## config.mk

```make
export PLATFORM = sky130hd
export DESIGN_NAME = tone_burst_sine_generator
export DESIGN_NICKNAME = d
export VERILOG_FILES = /design/src/sv/tbsg_pkg.sv /design/src/sv/tone_burst_sine_generator.sv
export SDC_FILE = /design/constraint.sdc
export NUM_CORES = 1
export LEC_CHECK = 0
export BUFFER_PORTS_ARGS = -buffer_cell sky130_fd_sc_hd__clkbuf_2
export CAP_MARGIN = 20
export CORE_ASPECT_RATIO = 1.4
export CORE_MARGIN = 10
export CORE_UTILIZATION = 51
export DETAILED_ROUTE_END_ITERATION = 6
export PLACE_DENSITY = 0.7
export SYNTH_ARGS = -nofsm -noshare
export SYNTH_HDL_FRONTEND = slang
export SYNTH_SLANG_ARGS = --single-unit
```

## constraint.sdc

```tcl
create_clock -name clk -period 5.35 [get_ports clk]
set_input_delay 0.2675 -clock clk [delete_from_list [all_inputs] [get_ports clk]]
set_output_delay 0.2675 -clock clk [all_outputs]
set_load 0.01 [all_outputs]
```

## src/sv/tbsg_pkg.sv

```systemverilog
// Shared widths, codes, reset values and the sine table of the tone burst generator.
package tbsg_pkg;

  localparam int LEN_W      = 24;
  localparam int FADE_W     = 16;
  localparam int PHASE_W    = 32;
  localparam int TONE_IDX_W = 2;
  localparam int SAMPLE_W   = 16;
  localparam int CFG_IDX_W  = 3;
  localparam int CFG_DATA_W = 32;
  localparam int SINE_W     = 14;
  localparam int SINE_IDX_W = 5;
  localparam int DIFF_W     = 13;
  localparam int FRAC_W     = 16;
  localparam int FRAC_LSB   = PHASE_W - SINE_IDX_W - FRAC_W;
  localparam int ACC_W      = 30;
  localparam int MAG_W      = 15;
  localparam int PROD_W     = 32;
  localparam int CNT_W      = 4;

  localparam logic [CNT_W-1:0] MUL_LAST = CNT_W'(FRAC_W - 1);
  localparam logic [CNT_W-1:0] ENV_LAST = CNT_W'(FADE_W - 1);
  localparam logic [CNT_W-1:0] DIV_LAST = CNT_W'(MAG_W - 1);

  localparam logic [CFG_IDX_W-1:0] CFG_TONE_LENGTH = 3'd0;
  localparam logic [CFG_IDX_W-1:0] CFG_GAP_LENGTH  = 3'd1;
  localparam logic [CFG_IDX_W-1:0] CFG_FADE_LENGTH = 3'd2;
  localparam logic [CFG_IDX_W-1:0] CFG_TONE0_STEP  = 3'd3;
  localparam logic [CFG_IDX_W-1:0] CFG_TONE1_STEP  = 3'd4;
  localparam logic [CFG_IDX_W-1:0] CFG_TONE2_STEP  = 3'd5;

  localparam logic [LEN_W-1:0]   RST_TONE_LENGTH = 24'd12000;
  localparam logic [LEN_W-1:0]   RST_GAP_LENGTH  = 24'd4800;
  localparam logic [FADE_W-1:0]  RST_FADE_LENGTH = 16'd240;
  localparam logic [PHASE_W-1:0] RST_TONE0_STEP  = 32'd44739242;
  localparam logic [PHASE_W-1:0] RST_TONE1_STEP  = 32'd89478485;
  localparam logic [PHASE_W-1:0] RST_TONE2_STEP  = 32'd178956970;

  localparam logic signed [SAMPLE_W-1:0] SAMPLE_PEAK = 16'sd24000;

  localparam logic signed [SINE_W-1:0] SINE_TABLE [0:31] = '{
     14'sd0,     14'sd1171,  14'sd2296,  14'sd3333,
     14'sd4243,  14'sd4989,  14'sd5543,  14'sd5885,
     14'sd6000,  14'sd5885,  14'sd5543,  14'sd4989,
     14'sd4243,  14'sd3333,  14'sd2296,  14'sd1171,
     14'sd0,    -14'sd1171, -14'sd2296, -14'sd3333,
    -14'sd4243, -14'sd4989, -14'sd5543, -14'sd5885,
    -14'sd6000, -14'sd5885, -14'sd5543, -14'sd4989,
    -14'sd4243, -14'sd3333, -14'sd2296, -14'sd1171
  };

  typedef enum logic [2:0] {
    ST_IDLE,
    ST_MUL,
    ST_SCALE,
    ST_ENV,
    ST_DIV,
    ST_FIN
  } state_t;

endpackage

```

## src/sv/tone_burst_sine_generator.sv

```systemverilog
// Tone burst sine generator: sequencer, bit-serial interpolation, envelope and divide.
//
//   channel | direction | handshake              | payload
//   --------+-----------+------------------------+---------------------------------
//   cfg     | in        | cfg_valid / cfg_ready  | cfg_index, cfg_data
//   in      | in        | in_valid / in_ready    | in_restart
//   out     | out       | out_valid / out_ready  | out_sample_value, out_finished
//
// A tone word runs from accept to next accept through the serial interpolation
// multiply, a scale step, the serial envelope multiply, the restoring divide, the
// output register load (which waits on a stalled output) and idle. With fade_length
// of zero envelope and divide are skipped. Gap and finished words skip to the load.
// Reset (synchronous, rst_n low) restores the register defaults and the sequence.
// A stalled output word holds in the output register while the next word is taken.
module tone_burst_sine_generator #(
  parameter int TONE_COUNT = 3
) (
  input  logic                                  clk,
  input  logic                                  rst_n,
  input  logic                                  cfg_valid,
  output logic                                  cfg_ready,
  input  logic [tbsg_pkg::CFG_IDX_W-1:0]        cfg_index,
  input  logic [tbsg_pkg::CFG_DATA_W-1:0]       cfg_data,
  input  logic                                  in_valid,
  output logic                                  in_ready,
  input  logic                                  in_restart,
  output logic                                  out_valid,
  input  logic                                  out_ready,
  output logic signed [tbsg_pkg::SAMPLE_W-1:0]  out_sample_value,
  output logic                                  out_finished
);
  import tbsg_pkg::*;

  localparam logic [TONE_IDX_W-1:0] TONE_END = TONE_IDX_W'(TONE_COUNT);

  // configuration
  logic [LEN_W-1:0]   tone_length_r, gap_length_r;
  logic [FADE_W-1:0]  fade_length_r;
  logic [PHASE_W-1:0] tone0_step_r, tone1_step_r, tone2_step_r;

  // sequence
  logic [TONE_IDX_W-1:0] tone_index_r, tone_index_nxt;
  logic [LEN_W-1:0]      frame_count_r, frame_count_nxt;
  logic [PHASE_W-1:0]    phase_accum_r, phase_accum_nxt;
  logic                  gap_active_r, gap_active_nxt;

  logic [TONE_IDX_W-1:0] tone_eff;
  logic [LEN_W-1:0]      fc_eff;
  logic [PHASE_W-1:0]    ph_eff;
  logic                  gap_eff;
  logic [LEN_W:0]        fc_inc;
  logic [PHASE_W-1:0]    step_sel;
  logic                  sounding;
  logic                  finished_nxt;
  logic [LEN_W-1:0]      remaining;
  logic [LEN_W-1:0]      remaining_m1;
  logic [FADE_W-1:0]     gain_eff;
  logic [SINE_IDX_W-1:0] sine_idx;
  logic signed [SINE_W-1:0] lo_eff, hi_eff;
  logic signed [SINE_W:0]   diff_wide;

  // control
  state_t           state_r, state_nxt;
  logic [CNT_W-1:0] cnt_r, cnt_nxt;
  logic             accept;
  logic             out_load;

  // datapath
  logic signed [SINE_W-1:0]   lo_r;
  logic signed [DIFF_W-1:0]   diff_r;
  logic [FRAC_W-1:0]          frac_r;
  logic signed [ACC_W-1:0]    acc_r;
  logic signed [ACC_W-1:0]    diff_ext;
  logic signed [ACC_W-1:0]    mul_sum;
  logic [FADE_W-1:0]          gain_r;
  logic                       fin_r;
  logic signed [SAMPLE_W-1:0] res_r;
  logic [PROD_W-1:0]          prod_r;
  logic signed [SINE_W-1:0]   interp;
  logic signed [SAMPLE_W-1:0] s_val;
  logic signed [SAMPLE_W-1:0] res_neg;
  logic [MAG_W-1:0]           mag;
  logic [FADE_W:0]            env_sum;
  logic [FADE_W:0]            div_try;
  logic [FADE_W:0]            div_diff;
  logic                       div_bit;
  logic [FADE_W-1:0]          div_rem;
  logic [MAG_W-1:0]           quo;
  logic signed [SAMPLE_W-1:0] quo_neg;

  // output register
  logic                       out_valid_r;
  logic signed [SAMPLE_W-1:0] out_sample_value_r;
  logic                       out_finished_r;

  assign cfg_ready        = 1'b1;
  assign out_valid        = out_valid_r;
  assign out_sample_value = out_sample_value_r;
  assign out_finished     = out_finished_r;
  assign accept           = in_valid && in_ready;

  always_ff @(posedge clk) begin
    if (!rst_n) begin
      tone_length_r <= RST_TONE_LENGTH;
      gap_length_r  <= RST_GAP_LENGTH;
      fade_length_r <= RST_FADE_LENGTH;
      tone0_step_r  <= RST_TONE0_STEP;
      tone1_step_r  <= RST_TONE1_STEP;
      tone2_step_r  <= RST_TONE2_STEP;
    end else if (cfg_valid && cfg_ready) begin
      unique case (cfg_index)
        CFG_TONE_LENGTH: tone_length_r <= cfg_data[LEN_W-1:0];
        CFG_GAP_LENGTH:  gap_length_r  <= cfg_data[LEN_W-1:0];
        CFG_FADE_LENGTH: fade_length_r <= cfg_data[FADE_W-1:0];
        CFG_TONE0_STEP:  tone0_step_r  <= cfg_data[PHASE_W-1:0];
        CFG_TONE1_STEP:  tone1_step_r  <= cfg_data[PHASE_W-1:0];
        CFG_TONE2_STEP:  tone2_step_r  <= cfg_data[PHASE_W-1:0];
        default: ;
      endcase
    end
  end

  // Sequence advance for the word being accepted; restart clears first.
  always_comb begin
    tone_eff = in_restart ? '0 : tone_index_r;
    fc_eff   = in_restart ? '0 : frame_count_r;
    ph_eff   = in_restart ? '0 : phase_accum_r;
    gap_eff  = in_restart ? 1'b0 : gap_active_r;

    tone_index_nxt  = tone_eff;
    frame_count_nxt = fc_eff;
    phase_accum_nxt = ph_eff;
    gap_active_nxt  = gap_eff;
    sounding        = 1'b0;
    fc_inc          = {1'b0, fc_eff} + 1'b1;

    priority if (tone_eff == 2'd0) step_sel = tone0_step_r;
    else if (tone_eff == 2'd1)     step_sel = tone1_step_r;
    else                           step_sel = tone2_step_r;

    if (tone_eff < TONE_END) begin
      if (gap_eff) begin
        if (fc_inc >= {1'b0, gap_length_r}) begin
          tone_index_nxt  = tone_eff + 1'b1;
          gap_active_nxt  = 1'b0;
          frame_count_nxt = '0;
          phase_accum_nxt = '0;
        end else begin
          frame_count_nxt = fc_inc[LEN_W-1:0];
        end
      end else begin
        sounding        = 1'b1;
        phase_accum_nxt = ph_eff + step_sel;
        if (fc_inc >= {1'b0, tone_length_r}) begin
          gap_active_nxt  = 1'b1;
          frame_count_nxt = '0;
        end else begin
          frame_count_nxt = fc_inc[LEN_W-1:0];
        end
      end
    end
    finished_nxt = tone_index_nxt >= TONE_END;

    // envelope gain: ramp up, ramp down, else flat
    remaining    = tone_length_r - fc_eff;
    remaining_m1 = remaining - 1'b1;
    priority if ({{(LEN_W-FADE_W){1'b0}}, fade_length_r} > fc_eff) begin
      gain_eff = fc_eff[FADE_W-1:0];
    end else if (fc_eff < tone_length_r &&
                 remaining <= {{(LEN_W-FADE_W){1'b0}}, fade_length_r}) begin
      gain_eff = remaining_m1[FADE_W-1:0];
    end else begin
      gain_eff = fade_length_r;
    end

    sine_idx  = ph_eff[PHASE_W-1 -: SINE_IDX_W];
    lo_eff    = SINE_TABLE[sine_idx];
    hi_eff    = SINE_TABLE[sine_idx + 1'b1];
    diff_wide = {hi_eff[SINE_W-1], hi_eff} - {lo_eff[SINE_W-1], lo_eff};
  end

  always_ff @(posedge clk) begin
    if (!rst_n) begin
      tone_index_r  <= '0;
      frame_count_r <= '0;
      phase_accum_r <= '0;
      gap_active_r  <= 1'b0;
    end else if (accept) begin
      tone_index_r  <= tone_index_nxt;
      frame_count_r <= frame_count_nxt;
      phase_accum_r <= phase_accum_nxt;
      gap_active_r  <= gap_active_nxt;
    end
  end

  // Serial datapath arithmetic.
  always_comb begin
    diff_ext = {{(ACC_W-DIFF_W-FRAC_W){diff_r[DIFF_W-1]}}, diff_r, {FRAC_W{1'b0}}};
    mul_sum  = acc_r + (frac_r[0] ? diff_ext : '0);
    // upper bits of the full product give the floor of the 16-bit shift
    interp   = lo_r + acc_r[FRAC_W +: SINE_W];
    s_val    = {interp, 2'b00};
    res_neg  = -res_r;
    mag      = res_r[SAMPLE_W-1] ? res_neg[MAG_W-1:0] : res_r[MAG_W-1:0];
    env_sum  = {1'b0, prod_r[PROD_W-1:FADE_W]} +
               (prod_r[0] ? {{(FADE_W+1-MAG_W){1'b0}}, mag} : '0);
    // restoring divide: partial remainder sits above the unconsumed dividend bits
    div_try  = prod_r[PROD_W-2:MAG_W-1];
    div_diff = div_try - {1'b0, fade_length_r};
    div_bit  = div_try >= {1'b0, fade_length_r};
    div_rem  = div_bit ? div_diff[FADE_W-1:0] : div_try[FADE_W-1:0];
    quo      = {prod_r[MAG_W-2:0], div_bit};
    quo_neg  = -$signed({1'b0, quo});
  end

  always_ff @(posedge clk) begin
    if (!rst_n) begin
      state_r <= ST_IDLE;
      cnt_r   <= '0;
    end else begin
      state_r <= state_nxt;
      cnt_r   <= cnt_nxt;
    end
  end

  always_comb begin
    state_nxt = state_r;
    cnt_nxt   = cnt_r;
    in_ready  = 1'b0;
    out_load  = 1'b0;
    unique case (state_r)
      ST_IDLE: begin
        in_ready = 1'b1;
        if (in_valid) begin
          cnt_nxt   = '0;
          state_nxt = sounding ? ST_MUL : ST_FIN;
        end
      end
      ST_MUL: begin
        cnt_nxt = cnt_r + 1'b1;
        if (cnt_r == MUL_LAST) begin
          cnt_nxt   = '0;
          state_nxt = ST_SCALE;
        end
      end
      ST_SCALE: begin
        state_nxt = (fade_length_r == '0) ? ST_FIN : ST_ENV;
      end
      ST_ENV: begin
        cnt_nxt = cnt_r + 1'b1;
        if (cnt_r == ENV_LAST) begin
          cnt_nxt   = '0;
          state_nxt = ST_DIV;
        end
      end
      ST_DIV: begin
        cnt_nxt = cnt_r + 1'b1;
        if (cnt_r == DIV_LAST) begin
          cnt_nxt   = '0;
          state_nxt = ST_FIN;
        end
      end
      ST_FIN: begin
        if (!out_valid_r || out_ready) begin
          out_load  = 1'b1;
          state_nxt = ST_IDLE;
        end
      end
      default: state_nxt = ST_IDLE;
    endcase
  end

  always_ff @(posedge clk) begin
    unique case (state_r)
      ST_IDLE: begin
        if (in_valid) begin
          lo_r   <= lo_eff;
          diff_r <= diff_wide[DIFF_W-1:0];
          frac_r <= ph_eff[FRAC_LSB +: FRAC_W];
          acc_r  <= '0;
          gain_r <= gain_eff;
          fin_r  <= finished_nxt;
          res_r  <= '0;
        end
      end
      ST_MUL: begin
        // shift-right multiply; floor shift falls out of the arithmetic shifts
        acc_r  <= mul_sum >>> 1;
        frac_r <= frac_r >> 1;
      end
      ST_SCALE: begin
        res_r  <= s_val;
        prod_r <= {{(PROD_W-FADE_W){1'b0}}, gain_r};
      end
      ST_ENV: begin
        prod_r <= {env_sum, prod_r[FADE_W-1:1]};
      end
      ST_DIV: begin
        prod_r <= {1'b0, div_rem, prod_r[MAG_W-2:0], div_bit};
        if (cnt_r == DIV_LAST) begin
          res_r <= res_r[SAMPLE_W-1] ? quo_neg : $signed({1'b0, quo});
        end
      end
      ST_FIN: ;
      default: ;
    endcase
  end

  always_ff @(posedge clk) begin
    if (!rst_n) begin
      out_valid_r <= 1'b0;
    end else if (out_load) begin
      out_valid_r <= 1'b1;
    end else if (out_ready) begin
      out_valid_r <= 1'b0;
    end
  end

  always_ff @(posedge clk) begin
    if (out_load) begin
      out_sample_value_r <= res_r;
      out_finished_r     <= fin_r;
    end
  end

`ifndef SYNTHESIS
  a_finished_silent: assert property (@(posedge clk) disable iff (!rst_n)
    (out_valid && out_finished) |-> (out_sample_value == '0))
    else $error("finished word carries a nonzero sample");

  a_sample_range: assert property (@(posedge clk) disable iff (!rst_n)
    out_valid |-> (out_sample_value <= SAMPLE_PEAK && out_sample_value >= -SAMPLE_PEAK))
    else $error("sample outside full scale");

  a_div_remainder: assert property (@(posedge clk) disable iff (!rst_n)
    (state_r == ST_DIV) |-> (prod_r[PROD_W-2:MAG_W] < fade_length_r))
    else $error("divider partial remainder not below fade length");

  a_tone_index_bound: assert property (@(posedge clk) disable iff (!rst_n)
    accept |=> (tone_index_r <= TONE_END))
    else $error("tone index past the last tone");
`endif

endmodule
```

# Word-level counts from Yosys, hierarchy flattened

Memory sizes are Yosys's and may differ from the RTL's.
Cells that the tools add are included.

Eq/ne operators: 18
Muxes and demuxes: 58
Order comparisons: 10
Add/subtract/negate cells: 14
Bitwise operators: 2
Reductions and logical operators: 25

Operators by type and width:

| cell                                           | count |
|---|---|
| 2-to-1 mux 32 bit                              | 6 |
| 2-to-1 mux 24 bit                              | 5 |
| 2-to-1 mux 16 bit                              | 7 |
| one-hot mux 32 bit (3 select lines)            | 1 |
| 2-to-1 mux 30 bit                              | 2 |
| one-hot mux 30 bit (2 select lines)            | 1 |
| >= comparator 25 x 24 -> 1 bit                 | 2 |
| one-hot mux 16 bit (3 select lines)            | 1 |
| adder 32 bit                                   | 1 |
| one-hot mux 16 bit (2 select lines)            | 1 |
| adder 30 bit                                   | 1 |
| 2-to-1 mux 15 bit                              | 2 |
| 2-to-1 mux 14 bit                              | 2 |
| 2-to-1 mux 13 bit                              | 2 |
| adder 24 x 1 -> 25 bit (second input constant) | 1 |
| > comparator 16 x 24 -> 1 bit                  | 1 |
| <= comparator 24 x 16 -> 1 bit                 | 1 |
| < comparator 24 bit                            | 1 |
| subtractor 24 bit                              | 1 |
| 2-to-1 mux 3 bit                               | 7 |
| one-hot mux 3 bit (6 select lines)             | 1 |
| AND reduction 2 bit                            | 9 |
| adder 16 x 15 -> 17 bit                        | 1 |
| >= comparator 17 x 16 -> 1 bit                 | 1 |
| 34 further kinds                               | 69 |

Logic and storage cells: 152
Output and inout port bits: 20
Register bits after elaboration: 382
ROM bits: 896
Input port bits: 41
Memories kept: 2

Memories:

| name             | depth | bits a word | read ports | clocked after memory_dff | wr ports | line                             | RTL |
|---|---|---|---|---|---|---|---|
| (name not given) | 32    | 14          | 1          | 0                        | 0        | tone_burst_sine_generator.sv:178 | `hi_eff = SINE_TABLE[sine_idx + 1'b1];` |
| (name not given) | 32    | 14          | 1          | 0                        | 0        | tone_burst_sine_generator.sv:177 | `lo_eff = SINE_TABLE[sine_idx];` |

# Longest topological paths before layout

Gate-level depths: netlist of the first run.

Depth in word-level cells: 7
Gate-level depth with buffers: 28

# Least setup slack after synthesis of the first run

OpenSTA, ideal clock, no wires.

Kind: input port to flip-flop
Start: input in_restart
End: register gain_r[10], data pin
Arrival: 5.226 ns
Setup slack: -0.143 ns
Stages: 24
Required time: 5.083 ns
Path through: buf_4 -> inv_1 -> clkbuf_1 -> clkbuf_1 -> buf_1 -> nand2_1 -> ha_1 -> o21ai_1 -> a21oi_1 -> o31a_1 -> o2111ai_1 -> nand3b_1 -> xor2_1 -> ha_1 -> a21o_1 -> a21o_1 -> a211oi_1 -> a21oi_1 -> a311o_1 -> a211oi_1 -> o2111ai_1 -> buf_2 -> o31ai_1 -> o22ai_1

Cells in the longest elaborated chain, start to end: 6
Elaborated cells between the ends (all ways): 9

RTL lines:

| what                           | line                             | RTL |
|---|---|---|
| from (decl)                    | tone_burst_sine_generator.sv:26  | `input logic in_restart,` |
| 2-to-1 mux 24 bit (*)          | tone_burst_sine_generator.sv:126 | `fc_eff = in_restart ? '0 : frame_count_r;` |
| subtractor 24 bit              | tone_burst_sine_generator.sv:165 | `remaining = tone_length_r - fc_eff;` |
| <= comparator 24 x 16 -> 1 bit | tone_burst_sine_generator.sv:170 | `remaining <= {{(LEN_W-FADE_W){1'b0}}, fade_length_r}) begin` |
| logical AND 1 bit              | tone_burst_sine_generator.sv:169 | `end else if (fc_eff < tone_length_r &&` |
| 2-to-1 mux 16 bit              | tone_burst_sine_generator.sv:169 |  |
| 2-to-1 mux 16 bit (*)          | tone_burst_sine_generator.sv:167 | `priority if ({{(LEN_W-FADE_W){1'b0}}, fade_length_r} > fc_eff) begin` |
| via gain_eff[10]               | tone_burst_sine_generator.sv:57  | `logic [FADE_W-1:0] gain_eff;` |
| to (signal assigned)           | tone_burst_sine_generator.sv:281 | `gain_r <= gain_eff;` |
| to (decl)                      | tone_burst_sine_generator.sv:75  | `logic [FADE_W-1:0] gain_r;` |

Mark *: on every way through the listed nets, which the timed path passes. The rest lies on a longest branch.
A chain may end at the register's enable or synchronous reset.

# Worst setup path in the final report of the first run

Start: register frame_count_r[2]
End: register frame_count_r[10]

Cells in the longest elaborated chain, start to end: 6
Elaborated cells between the ends (all ways): 8

RTL lines:

| what                                              | line                                                               | RTL |
|---|---|---|
| from (decl)                                       | tone_burst_sine_generator.sv:43                                    | `logic [LEN_W-1:0] frame_count_r, frame_count_nxt;` |
| from (signal assigned)                            | tone_burst_sine_generator.sv:190                                   | `frame_count_r <= frame_count_nxt;` |
| 2-to-1 mux 24 bit (*)                             | tone_burst_sine_generator.sv:126                                   |  |
| adder 24 x 1 -> 25 bit (*)                        | tone_burst_sine_generator.sv:135                                   | `fc_inc = {1'b0, fc_eff} + 1'b1;` |
| >= comparator 25 x 24 -> 1 bit (on tied branches) | tone_burst_sine_generator.sv:154, tone_burst_sine_generator.sv:143 |  |
| 2-to-1 mux 24 bit (on tied branches)              | tone_burst_sine_generator.sv:154, tone_burst_sine_generator.sv:143 |  |
| 2-to-1 mux 24 bit (*)                             | tone_burst_sine_generator.sv:142                                   | `if (gap_eff) begin` |
| 2-to-1 mux 24 bit (*)                             | tone_burst_sine_generator.sv:141                                   | `if (tone_eff < TONE_END) begin` |

Mark *: on every way between the ends. The rest lies on a longest branch, timed or not.

==> reports/metrics.yaml, run 1 <==
synth_compound_area_share_pct: 21.84
start_util_pct: 51.48
die_y_um: 285.8
final_cell_mix: "542 x nand2_1, 227 x dfxtp_1, 224 x ha_1"
clock_path_buffers: 3
grt_pass1_wl_um: 126200
synth_nets: 3352
drt_iter0_drc: 1824
grt_antenna_before_repair: 0
cts_tree: "yes"
synth_ff_type: "dfxtp_1"
first_global_vias: 23070
fin_crit_sh_pct: 92.60
port_buffers: 59
num_io_pins: 61
status: "complete, no violations"
numCtsBuffers: 39
worst_setup_path_end_kind: "register"
layout.nets: 3415
die_x_um: 209.9
totalWireLength_um: 80450
yosysSeqAreaShare_pct: 33.75
drv_cap: 0
tns_ns: 0
clk_pin_slew_worst_paths_ns: 0.06
finalSetupViolCount: 0
hold_viol_final: 0
pre_cts_ws_ns: 0.02723
required_ns: 5.84
cts_sinks: 365
setup_slack_ns: 0.3960
synth_top_family_by_area: "compound AO/OA/AOI/OAI gates"
synth_cell_types: 97
row_count: 97
fmax_mhz: 201.9
area_delta_synth_final_pct: 10.78
coreArea_um2: 50000
htreeDepth: 2
drv_slew: 0
insertedDiodeCount: 0
die-area_um2: 59990
crit_fanout: 12
insertion_delay_ns: 0.58
via_per_inst: 6.061
layout_commonest_cell: "nand2_1"
drc: 0
wl_per_cell_um: 21.10
period_needed_ns: 4.954
dp_hpwl_um: 61030
synthArstFlopShare_pct: 0
drive_gt1_share_pct: 9.624
crit_path_start_kind: "register"
syn_inst: 3078
worst_r2r_path_depth: 20
criticalPathCategory: "register to register"
firstDrtPassIters: 6
ys_warn_count: 0
grt_max_degree: 149
synthAdderAreaFrac_pct: 11.53
gp_congestion: 0.9598
overflow: 0
worst_pin_slew_ns: 1.072
ir_drop_mv: 0.2520
root_buffer: "clkbuf_16"
syn-mean-instance-area_um2: 8.363
cp.arrival_ns: 5.45
hold_class: "input pin to register"
synth_edf_count: 138
grt_usage_pct: 26.06
rsz0062_at_grt: "no"
netlist_area_um2: 25740
synth_xor_area_share_pct: 5.240
via_count: 23110
ys_ff_latch: 365
power.density_nw_per_um2: 254.1
cellLeakagePower_nw: 11.70
slew-limit-headroom_pct: 28.52
synthMuxAreaShare_pct: 2.897
skew_ns: 0.02255
drtAntennaViolNets: 0
whs_path_depth: 3
yosys.area_share.simple_pct: 19.94
fin_util_pct: 57.03
## what timing repair did
action	CTS	global route
setup endpoints to repair	0	18
buffers inserted	0	0
hold buffers	12	0
gates resized for setup	0	3
endpoints found under the hold margin	36	0
## synthesized netlist by cell type, drive strengths merged (43+ instances only)
cell type / n / share of area (%)
a21boi: 126 / 3.7
a21o: 64 / 1.9
a21oi: 144 / 2.8
a22oi: 50 / 1.5
clkbuf: 140 / 2.0
dfxtp: 227 / 18
edfxtp: 138 / 16
ha: 226 / 11
inv: 155 / 2.3
mux2i: 52 / 2.0
nand2: 542 / 7.9
nand3: 88 / 1.7
nor2: 161 / 2.4
nor2b: 88 / 2.1
nor3: 43 / 0.86
o21ai: 168 / 3.3
xnor2: 84 / 2.9
xor2: 70 / 2.4
## per-layer routing
metal  GRT usage (%)  up-vias  share of wire (%)
met3           3.686      234                5.3
met5               0        -                  0
met1           28.67    11030                 38
met4           15.48        0                6.5
li1                -    11080                  -
met2           46.69      764                 50
## worst paths after layout
check                 endpoint  slack (ns)        startpoint
min          tone_length_r[22]        0.05      cfg_data[22]
max reg2reg  frame_count_r[10]        0.40  frame_count_r[2]
max          frame_count_r[10]        0.40  frame_count_r[2]
min reg2reg       out_finished        0.45             fin_r
## through the flow
| step | hold slack (ns) | power (mW) | instances | cell area (um^2) |
|---|---|---|---|---|
| after global routing | 0.04574 | 7.535 | 3812 | 28520 |
| after floorplan | 0.3915 | 4.056 | 3078 | 25750 |
| after global placement | 0.4389 | 4.401 | 3730 | 27070 |
| after CTS | 0.01996 | 7.269 | 3812 | 28510 |
| after detailed placement | 0.4544 | 4.439 | 3731 | 27070 |
| final | 0.04949 | 7.246 | 3812 | 28520 |
## area by class of cell
| cell class | instances | area, um^2 |
|---|---|---|
| well taps | 643 | 804.5 |
| clock buffers | 48 | 1051 |
| fillers | 4553 | 21490 |
| repair buffers | 183 | 1262 |
| flip-flops and latches | 365 | 8688 |
| multi-input cells | 2395 | 15860 |
| clock inverters | 21 | 260.3 |
| inverters | 157 | 589.3 |
## kinds of logic (layout without fill, tap and decap cells)
logic type	count (synthesis)	in the layout
AOI/OAI and AO/OA	833	833
xor gates and xnor gates	154	154
adders and majority gates	233	233
buffers and inverters	318	409
DFF	365	365
muxes	70	70
other	1	1
and+or+nand+nor	1104	1104
## power breakdown
group          internal, mW  switching (mW)
Clock                  1.61            1.22
Combinational         0.506           0.781
Sequential             3.03          0.0894
## state kept, by name, summed over array words and instances, names as in the netlist, 13 cells and up
| signal | flops |
|---|---|
| frame_count_r | 24 |
| tone2_step_r | 32 |
| res_r | 16 |
| frac_r | 16 |
| fade_length_r | 16 |
| tone0_step_r | 32 |
| out_sample_value | 16 |
| diff_r | 13 |
| prod_r | 32 |
| lo_r | 14 |
| gain_r | 16 |
| acc_r | 13 |
| gap_length_r | 24 |
| tone_length_r | 24 |
| phase_accum_r | 32 |
| tone1_step_r | 32 |
## critical path, stage by stage (launching register included)
cell	delay (ns)
dfxtp_1	0.45
nand2b_1	0.12
buf_4	0.18
nor3_1	0.23
nand4_1	0.24
nor4_2	0.35
nand3_1	0.24
nor3_1	0.31
xnor2_1	0.26
ha_1	0.33
nand4_1	0.11
or4_1	0.14
o21ai_0	0.09
a21o_1	0.18
a31o_2	0.20
a221oi_1	0.35
o21ai_2	0.20
a211oi_2	0.35
buf_4	0.27
nand3_1	0.10
a21boi_0	0.16
(Power assumes the default switching activity.)
==> run 2: changes to the inputs <==
--- a/config.mk
+++ b/config.mk
@@ -12,6 +12,7 @@
 export CORE_UTILIZATION = 51
 export DETAILED_ROUTE_END_ITERATION = 6
 export PLACE_DENSITY = 0.7
+export RECOVER_POWER = 100
 export SYNTH_ARGS = -nofsm -noshare
 export SYNTH_HDL_FRONTEND = slang
 export SYNTH_SLANG_ARGS = --single-unit
==> run 2 against run 1 <==
  * Clock power about the same
  * Die area unchanged
  * Sequential share of layout area increased by 0.14 points
  * Via count about the same
  * Combinational power about the same
  * Fmax decreased by 0.57%
  * Largest power group unchanged
  * Critical path depth unchanged
  * Core utilization decreased by 0.26 points
  * Critical endpoint unchanged
  * Routed wire length increased by 0.14%
  * Global-route usage unchanged
  * Design area decreased by 0.46%
  * Worst hold slack got worse by 0.0014 ns
  * The run now ends with DRC, capacitance limit, slew limit left
==> reports/metrics.yaml, run 2 (same netlist as run 1, synthesis figures left out) <==
setup_slack_ns: 0.3675  # -0.02845 ns
die_x_um: 209.9  # unchanged
start_util_pct: 51.48  # unchanged
htreeDepth: 2  # unchanged
dp.cells: 3731  # unchanged
critPathMaxStageDelay_ns: 0.45  # about the same
hold_class: "input pin to register"
pre_cts_ws_ns: 0.02723  # unchanged
drv_cap: 6  # +6
finalNonFillerCells: 3812  # unchanged
totalWireLength_um: 80560  # +0.14%
drive_gt1_share_pct: 8.078  # -1.5 points
skew_ns: 0.02085  # -0.001703 ns
required_ns: 5.85  # about the same
critPathBufInv: 2  # unchanged
fin_util_pct: 56.77  # -0.26 points
drtAntennaViolNets: 0  # unchanged
via_count: 23090  # -0.052%
cts_tree: "yes"
power_frac_clock_pct: 39.2  # about the same
port_buffers: 59  # unchanged
grt_pass1_wl_um: 126200  # unchanged
power.density_nw_per_um2: 255.1  # +0.39%
final_cell_mix: "542 x nand2_1, 227 x dfxtp_1, 224 x ha_1"
cp_cell_sequence: "nand2b_1, buf_4, nor3_1, nand4_1, nor4_2, nand3_1, nor3_1, xnor2_1, ha_1, nand4_1, or4_1, o21ai_0, a21o_1, a31o_2, a221oi_1, o21ai_2, a211oi_2, buf_4, nand3_1, a21boi_0"
numCtsBuffers: 39  # unchanged
insertion_delay_ns: 0.58  # about the same
die_y_um: 285.8  # unchanged
tns_ns: 0  # unchanged
rsz0062_at_grt: "no"
overflow: 0  # unchanged
p_switching_mw: 2.095  # about the same
grt_antenna_before_repair: 0  # unchanged
sequentialPowerShare_pct: 43.1  # about the same
report.power.total_mw: 7.242  # about the same
violations: "DRC, capacitance limit, slew limit"
layout.nets: 3415  # unchanged
grt_usage_pct: 26.06  # unchanged
row_count: 97  # unchanged
worst_setup_path_end_kind: "register"
firstDrtPassIters: 7  # +1
drv_slew: 242  # +242
hold_viol_final: 0  # unchanged
slowest_stage: "dfxtp_1"
status: "finished with violations"
first_global_vias: 23070  # unchanged
drt_iter0_drc: 1736  # -4.8%
fmax_mhz: 200.7  # -0.57%
p_int_mw: 5.147  # -0.10%
slew-limit-headroom_pct: -93.45  # -120 points
fin_crit_sh_pct: 93.13  # +0.53 points
gp_congestion: 0.9598  # unchanged
via_per_inst: 6.058  # about the same
cts_sinks: 365  # unchanged
ir_drop_mv: 0.2517  # -0.14%
clock_path_buffers: 3  # unchanged
area_delta_synth_final_pct: 10.27
layout_commonest_cell: "nand2_1"
period_needed_ns: 4.982  # +0.02845 ns
num_io_pins: 61  # unchanged
worst_pin_slew_ns: 2.902  # +1.830 ns
insertedDiodeCount: 0  # unchanged
die-area_um2: 59990  # unchanged
crit_path_start_kind: "register"
coreArea_um2: 50000  # unchanged
finalSetupViolCount: 0  # unchanged
cellLeakagePower_nw: 11.54  # -1.4%
power_frac_comb_pct: 17.7  # about the same
drc: 1  # +1
post_cts_buffers: 0  # unchanged
dp_hpwl_um: 61030  # unchanged
wl_per_cell_um: 21.13  # +0.14%
criticalPathCategory: "register to register"
clk_pin_slew_worst_paths_ns: 0.06  # about the same
root_buffer: "clkbuf_16"
crit_family: "simple AND/OR/NAND/NOR gates"
grt_max_degree: 149  # unchanged
cp.arrival_ns: 5.48  # +0.03 ns
crit_fanout: 12  # unchanged
p_sw_share_pct: 28.93  # about the same
## run 2: changes by cell type in the layout (fill, tap and decap cells not counted), moves of 2 or more
cell and delta:
clkbuf_1 +44, buf_4 -26, clkbuf_2 -18, and2_0 +7, and2_1 -7, or2_0 +2
## run 2: worst min-delay path: stages
cell	delay [ns]
clkbuf_2	0.18
nand2_1	0.07
nand3_1	0.07
## run 2: power groups by stage
stage	registers, mW	logic [mW]	clock network (mW)
3_5_place_dp	3.18	1.26	0
6_report	3.12	1.28	2.84
5_1_grt	3.14	1.42	2.98
2_1_floorplan	3.14	0.912	0
4_1_cts	3.12	1.27	2.87
3_3_place_gp	3.18	1.22	0
## run 2: final timing paths
kind                  endpoint  slack [ns]        startpoint  cells past startpoint
min           tone0_step_r[19]        0.05      cfg_data[19]                      3
max reg2reg  frame_count_r[10]        0.37  frame_count_r[2]                     20
max          frame_count_r[10]        0.37  frame_count_r[2]                     20
min reg2reg       out_finished        0.45             fin_r                      0
## run 2: repair_timing
| action | CTS | global route |
|---|---|---|
| resized for setup | 0 | 3 |
| hold buffers | 12 | 0 |
| setup endpoints to repair | 0 | 18 |
| endpoints found under the hold margin | 36 | 0 |
## run 2: metrics by stage
| step | instance area [um^2] | hold WS, ns |
|---|---|---|
| after global placement | 27070 | 0.4389 |
| after global routing | 28390 | 0.04574 |
| final | 28390 | 0.04809 |
| after detailed placement | 27070 | 0.4544 |
| after floorplan | 25750 | 0.3915 |
| after CTS | 28510 | 0.01996 |
## run 2: layout make-up
class	instances	area, um^2
sequential	365	8688
multi-input combinational	2395	15850
clock buffer	48	1051
timing repair buffer	183	1142
clock inverter	21	260.3
fill	4600	21620
tap	643	804.5
inverter	157	589.3
## run 2: per-layer routing
layer / wire length [um] / GRT usage (%) / part of all wire [%] / up-vias
li1: - / - / - / 11090
met1: 30570 / 28.67 / 38 / 11000
met2: 40510 / 46.69 / 50 / 748
met3: 4157 / 3.686 / 5.2 / 248
met4: 5318 / 15.48 / 6.6 / 0
met5: 0 / 0 / 0 / -
